File: src/cbf_pkg.sv
// Shared types, constants and helper functions for the rectangle fill/blend engine.
package cbf_pkg;

	typedef enum logic [1:0] {
		ACT_CLEAR = 2'd0,
		ACT_FILL  = 2'd1,
		ACT_BLEND = 2'd2,
		ACT_READ  = 2'd3
	} action_t;

	localparam logic CFG_WIDTH_IDX  = 1'b0;
	localparam logic CFG_HEIGHT_IDX = 1'b1;

	localparam int       ALPHA_LSB = 24;
	localparam logic [7:0] CH_MAX  = 8'hFF;

	// floor(p / 255) for p <= 255*255, via the add-and-shift identity
	function automatic logic [7:0] div255(input logic [15:0] p);
		logic [16:0] t;
		t = {1'b0, p} + 17'd1 + {9'd0, p[15:8]};
		return t[15:8];
	endfunction

endpackage

File: src/cbf_blend.sv
// Alpha blend unit: registered channel products, then divide by 255 and sum.
module cbf_blend import cbf_pkg::*; (
	input  logic        clk,
	input  logic        en,
	input  logic [31:0] dst,
	input  logic [31:0] src,
	output logic [31:0] result
);

	logic [7:0]  a;
	logic [7:0]  ia;
	logic [15:0] pd_s1 [4];
	logic [15:0] ps_s1 [3];
	logic [7:0]  a_s1;
	logic [31:0] dst_s1;
	logic [31:0] src_s1;

	assign a  = src[ALPHA_LSB +: 8];
	assign ia = CH_MAX - a;

	always_ff @(posedge clk) begin
		if (en) begin
			for (int c = 0; c < 4; c++) begin
				pd_s1[c] <= 16'(dst[8*c +: 8]) * 16'(ia);
			end
			for (int c = 0; c < 3; c++) begin
				ps_s1[c] <= 16'(src[8*c +: 8]) * 16'(a);
			end
			a_s1   <= a;
			dst_s1 <= dst;
			src_s1 <= src;
		end
	end

	always_comb begin
		if (a_s1 == CH_MAX) begin
			result = src_s1;
		end else if (a_s1 == 8'd0) begin
			result = dst_s1;
		end else begin
			result[ALPHA_LSB +: 8] = div255(pd_s1[3]) + a_s1;
			for (int c = 0; c < 3; c++) begin
				result[8*c +: 8] = div255(pd_s1[c]) + div255(ps_s1[c]);
			end
		end
	end

endmodule

File: config.mk
export PLATFORM = sky130hd
export DESIGN_NAME = cbf_blend
export DESIGN_NICKNAME = d
export VERILOG_FILES = /design/src/cbf_pkg.sv /design/src/cbf_blend.sv
export SDC_FILE = /design/constraint.sdc
export NUM_CORES = 1
export LEC_CHECK = 0
export BUFFER_PORTS_ARGS = -buffer_cell sky130_fd_sc_hd__buf_4
export CAP_MARGIN = 10
export CORE_ASPECT_RATIO = 1.4
export CORE_MARGIN = 1
export CORE_UTILIZATION = 60
export CTS_BUF_LIST = sky130_fd_sc_hd__clkbuf_8
export DETAILED_ROUTE_END_ITERATION = 8
export HOLD_SLACK_MARGIN = 0.06
export PLACE_DENSITY = 0.89
export SYNTH_ARGS = -nofsm -noshare
export SYNTH_HDL_FRONTEND = slang
export SYNTH_SLANG_ARGS = --single-unit
File: constraint.sdc
create_clock -name clk -period 6.1 [get_ports clk]
set_clock_uncertainty 0.15 [all_clocks]
set_input_delay 0.915 -clock clk [delete_from_list [all_inputs] [get_ports clk]]
set_output_delay 0.915 -clock clk [all_outputs]
set_load 0.03 [all_outputs]
==> impl_metrics.json, run 1 <==
{
  "drtAntennaViolNets": 0,
  "synthMostInstantiatedCell": "inv_1",
  "netlist_area_sq_um": 23500,
  "final_nets": 3111,
  "vias": 17600,
  "grt_antenna_before_repair": 2,
  "die_h_um": 236,
  "core_sq_um": 38500,
  "holdWs_ps": 502,
  "die_w_um": 169,
  "clk_pin_slew_ps": 100,
  "cp_data_arrival_time_ps": 4780,
  "synth_top_area_cell": "edfxtp_1",
  "status": "finished, final reports clean",
  "ys_warn_count": 0,
  "worstPathMaxFanout": 4,
  "grt_pass1_wl_um": 92800,
  "wl_per_cell_um": 18.6,
  "layout_min_cycle_time_ps": 5850,
  "initial_utilization": 0.610,
  "synth-seq-cells": 176,
  "drt-vias-per-instance": 5.88,
  "fin_ws_ps": 255,
  "first_pass_iters": 6,
  "fin_util": 0.653,
  "clock-root-buffer": "clkbuf_8",
  "synth_cell_type_count": 54,
  "numCtsBuffers": 17,
  "hold_depth": 1,
  "max-cap-violations": 0,
  "yosysSeqAreaShare": 0.225,
  "worst_pin_slew_ps": 949,
  "avgSynthCellArea_sq_um": 9.81,
  "ir_drop_uv": 1020,
  "fin_crit_sh": 0.958,
  "ys.flop_type": "edfxtp_1",
  "setup_viol": 0,
  "cts_hold_buf": 0,
  "rows": 85,
  "synth-edff-count": 176,
  "place_congestion": 0.912,
  "syn2layout_area_growth_pct": 7.09,
  "synthTopCellsByArea": "edfxtp_1 23%, fa_1 22%, ha_1 18%, nor2b_1 6.0%, inv_1 5.9%",
  "wl_um": 55800,
  "grt_pass1_vias": 19300,
  "cts_htree_levels": 4,
  "gr-usage-all-layers": 0.295,
  "crit_type": "reg2out",
  "dieArea_sq_um": 40000,
  "syn_nets": 3046,
  "total_power_mw": 12.0,
  "finalHoldViolations": 0,
  "start_kind": "flip-flop",
  "cts_tree": "built",
  "fin_setup_tns_ps": 0,
  "drc": 0,
  "cts_max_path_buffers": 2,
  "hp-class": "in2reg",
  "max_clock_freq_mhz": 171,
  "synthArstFlopShare": 0,
  "synth_commonest_cells": "367 x inv_1, 329 x ha_1, 256 x fa_1",
  "place_area_sq_um": 24700,
  "hold_end": "dst_s1[23]",
  "grt_max_degree": 94,
  "io_buffers": 97,
  "relSlewSlack": 0.367,
  "stdcell_area_sq_um": 25200,
  "report.final.slew_viol_count": 0,
  "cellPowerDensity_nw_per_um2": 479,
  "preCtsSetupSlack_ps": 422,
  "dp.cells": 2963,
  "first_iter_violations": 1002,
  "hold_start": "dst[23]",
  "drive_gt1_frac": 0.0615,
  "synth_top_area_frac": 0.225,
  "syn_inst": 2395,
  "grt_overflow_total": 0,
  "stdcell_count": 2996,
  "place_hpwl_um": 41700,
  "rsz0062_at_grt": "no",
  "clock_sinks": 176,
  "worstPathRequired_ps": 5030,
  "endpoint_kind": "output port",
  "io_pins": 98,
  "p_leak_nw": 11.8
}
## worst max path at each step
| stage | cells past startpoint | start | endpoint | slack [ps] |
|---|---|---|---|---|
| after floorplan | 16 | src[26] | pd_s1[3][15] | 750 |
| after global placement | 15 | src[26] | pd_s1[3][15] | 570 |
| after detailed placement | 15 | src[26] | pd_s1[3][15] | 420 |
| after CTS | 15 | ps_s1[0][12] | result[7] | 150 |
| after global routing | 16 | pd_s1[0][10] | result[7] | 20 |
| final | 16 | pd_s1[0][10] | result[7] | 250 |
## power by group
group | internal, mW | switching (mW) | total [mW]
clock | 0.385 | 0.516 | 0.900
combinational | 3.64 | 5.33 | 8.97
sequential | 1.88 | 0.303 | 2.18
## layer usage
| metal | vias up | track usage | part of all wire |
|---|---|---|---|
| met3 | 228 | 0.0456 | 0.055 |
| met1 | 8781 | 0.329 | 0.36 |
| li1 | 7948 | - | - |
| met2 | 668 | 0.531 | 0.53 |
| met5 | - | 0 | 0.00016 |
| met4 | 2 | 0.170 | 0.057 |
## layout make-up
cell class | count | area, sq um
Multi-Input combinational cell | 1792 | 16600
Fill cell | 2954 | 13300
Sequential cell | 176 | 5290
Inverter | 367 | 1380
Timing Repair Buffer | 106 | 812
Tap cell | 522 | 653
Clock buffer | 17 | 234
Clock inverter | 15 | 184
Antenna cell | 1 | 2.50
## state kept, by name, summed over array words and instances, names as in the netlist
name    count
pd_s1      64
ps_s1      48
dst_s1     32
src_s1     24
a_s1        8
## logic make-up (layout without fill, tap and decap cells)
family          Yosys count  in the layout  synth area share
mux                       1              1          0.000426
flops                   176            176             0.225
simple gates            786            786             0.185
compound gates          267            267            0.0706
buf+inv                 427            505            0.0683
other cells               0              1                 0
xor+xnor                153            153            0.0570
fa+ha+maj               585            585             0.393
## repair_timing
item,in CTS,in global routing
resized for setup,0,2
setup endpoints to repair,0,1
hold endpoints to repair,0,0
buffers inserted,0,0
## worst max-delay path: stages (launching register included)
cell      delay [ps]
edfxtp_1         470
ha_1             330
a21oi_1          150
a21oi_1           90
o311ai_1         410
a21oi_1          220
and3_1           270
xor2_1           160
ha_1             360
nand3_1          120
o211ai_1         170
o41ai_1          340
xnor2_1          190
xnor2_1          180
xnor2_1          170
o21ai_0          400
buf_4            250
## layout by cell type, fill, tap and decap left out, types with 13 or more instances in the layout
cell        n
buf_4     104
fa_1      256
nand2b_1   64
o21ai_0    41
xor2_1     22
nand3_1    36
a21oi_1   115
inv_1     367
ha_1      329
nand2_1   112
nor2b_1   224
a211oi_1   13
and3_1     24
nor3_1     20
nor2_1     96
a21o_1     15
xnor2_1   131
clkbuf_8   17
edfxtp_1  176
o211ai_1   16
or3_1      14
and2_1    159
o21a_1     18
Note: power is estimated with default switching activity, not from simulation.
==> run 2, diff against run 1 <==
- ABC_CLOCK_PERIOD_IN_PS: default -> 5200
- CORE_UTILIZATION: 60 -> 59
- PLACE_DENSITY: 0.89 -> 0.91
- clock period: 6.1 -> 5.2 ns (I/O delays scaled with it)
==> impl_metrics.json, run 2 (synthesized netlist as in run 1, its figures left out) <==
{
  "status": "finished, violations left",
  "violations": "setup timing",
  "grt_pass1_wl_um": 96600,
  "fin_util": 0.685,
  "intPower_mw": 8.09,
  "grt_pass1_vias": 20100,
  "place_congestion": 0.891,
  "top_regs": "pd_s1 (64), ps_s1 (48), dst_s1 (32)",
  "fin_ws_ps": -368,
  "wl_per_cell_um": 20.9,
  "syn2layout_area_growth_pct": 14.6,
  "final_nets": 3247,
  "cp_data_arrival_time_ps": 4640,
  "relSlewSlack": 0.320,
  "place_hpwl_um": 44700,
  "p_sw_frac": 0.510,
  "grt_antenna_before_repair": 0,
  "numCtsBuffers": 17,
  "drtAntennaViolNets": 0,
  "vias": 19100,
  "start_kind": "flip-flop",
  "preCtsSetupSlack_ps": -169,
  "clock-root-buffer": "clkbuf_8",
  "hp-class": "in2reg",
  "die_h_um": 238,
  "drt-vias-per-instance": 6.09,
  "clock_sinks": 176,
  "largest_reg_flops": 64,
  "worst_pin_slew_ps": 1020,
  "cts_htree_levels": 4,
  "endpoint_kind": "output port",
  "p_leak_nw": 12.6,
  "initial_utilization": 0.598,
  "cellPowerDensity_nw_per_um2": 613,
  "layout_min_cycle_time_ps": 5570,
  "wl_um": 65700,
  "max_flop_register": "pd_s1",
  "first_iter_violations": 1876,
  "die_w_um": 171,
  "cts_tree": "built",
  "total_power_mw": 16.5,
  "setup_viol": 10,
  "power.share.sequential": 0.153,
  "grt_max_degree": 103,
  "io_buffers": 97,
  "rsz0062_at_grt": "yes",
  "io_pins": 98,
  "final_common_cell": "inv_1",
  "max-cap-violations": 0,
  "stdcell_area_sq_um": 26900,
  "clkPwrFrac": 0.066,
  "layout_common_cells": "367 x inv_1, 317 x ha_1, 254 x fa_1",
  "drc": 0,
  "dp.cells": 3036,
  "rows": 86,
  "crit_type": "reg2out",
  "ir_drop_uv": 1240,
  "max_clock_freq_mhz": 180,
  "gr-usage-all-layers": 0.307,
  "first_pass_iters": 6,
  "fin_crit_sh": 1.07,
  "dieArea_sq_um": 40600,
  "combPwrFrac": 0.781,
  "stdcell_count": 3138,
  "cts_hold_buf": 0,
  "clk_pin_slew_ps": 110,
  "finalHoldViolations": 0,
  "grt_overflow_total": 0,
  "p_sw_mw": 8.41,
  "place_area_sq_um": 25300,
  "fill_cells": 2542,
  "cts_max_path_buffers": 2,
  "report.final.slew_viol_count": 0,
  "drive_gt1_frac": 0.142,
  "worstPathMaxFanout": 5,
  "worstPathRequired_ps": 4270,
  "core_sq_um": 39300
}
==> run 2: final cells by class <==
type | instances | area (sq um) | area share
well taps | 528 | 661 | 0.0245
flip-flops and latches | 176 | 5290 | 0.196
repair buffers | 242 | 1910 | 0.0710
clock buffers | 17 | 234 | 0.00869
diodes | 1 | 2.50 | 0.0000930
multi-input cells | 1792 | 17200 | 0.641
inverters | 367 | 1380 | 0.0512
clock inverters | 15 | 198 | 0.00735
==> run 2: power groups by stage <==
stage                     registers, mW  clock network [mW]  logic, mW
after floorplan                    2.43                   0       7.37
after global placement             2.53                   0       10.2
after detailed placement           2.55                   0       10.6
after CTS                          2.50                1.07       11.1
after global routing               2.55                1.13       13.7
final                              2.53                1.09       12.9
==> run 2: critical path, stage by stage (launching register included) <==
cell and delay [ps]:
edfxtp_1 490, ha_1 330, nor3_1 70, a211oi_2 240, nand4_1 260, a31oi_4 300, and4_4 280, buf_4 130
xor2_2 320, ha_4 210, nand4b_1 140, and3_4 190, or3_4 330, and3_4 180, or3b_4 400, nand3_4 100
buf_6 140
==> run 2: final timing paths <==
check	endpoint	slack, ps	cells after the start	startpoint
worst max-delay path	result[15]	-370	16	pd_s1[1][10]
worst min-delay path	dst_s1[31]	340	1	dst[31]
==> run 2: metal layers <==
metal | wire length (um) | track usage
met2 | 33600 | 0.541
met3 | 4970 | 0.0576
met1 | 22600 | 0.335
met4 | 4550 | 0.201
met5 | 0 | 0
==> run 2: what timing repair did <==
| item | in CTS | in global routing |
|---|---|---|
| gates cloned | 0 | 0 |
| setup endpoints to repair | 8 | 11 |
| pin swaps | 16 | 69 |
| setup buffers | 20 | 50 |
| hold endpoints to repair | 0 | 0 |
| resized for setup | 32 | 85 |
==> run 2: metrics by stage <==
| stage | TNS (ps) | hold slack, ps |
|---|---|---|
| 6_report | -1740 | 344 |
| 4_1_cts | -39.8 | 331 |
| 5_1_grt | -2440 | 331 |
| 3_3_place_gp | 0 | 892 |
| 2_1_floorplan | 0 | 729 |
| 3_5_place_dp | -881 | 889 |
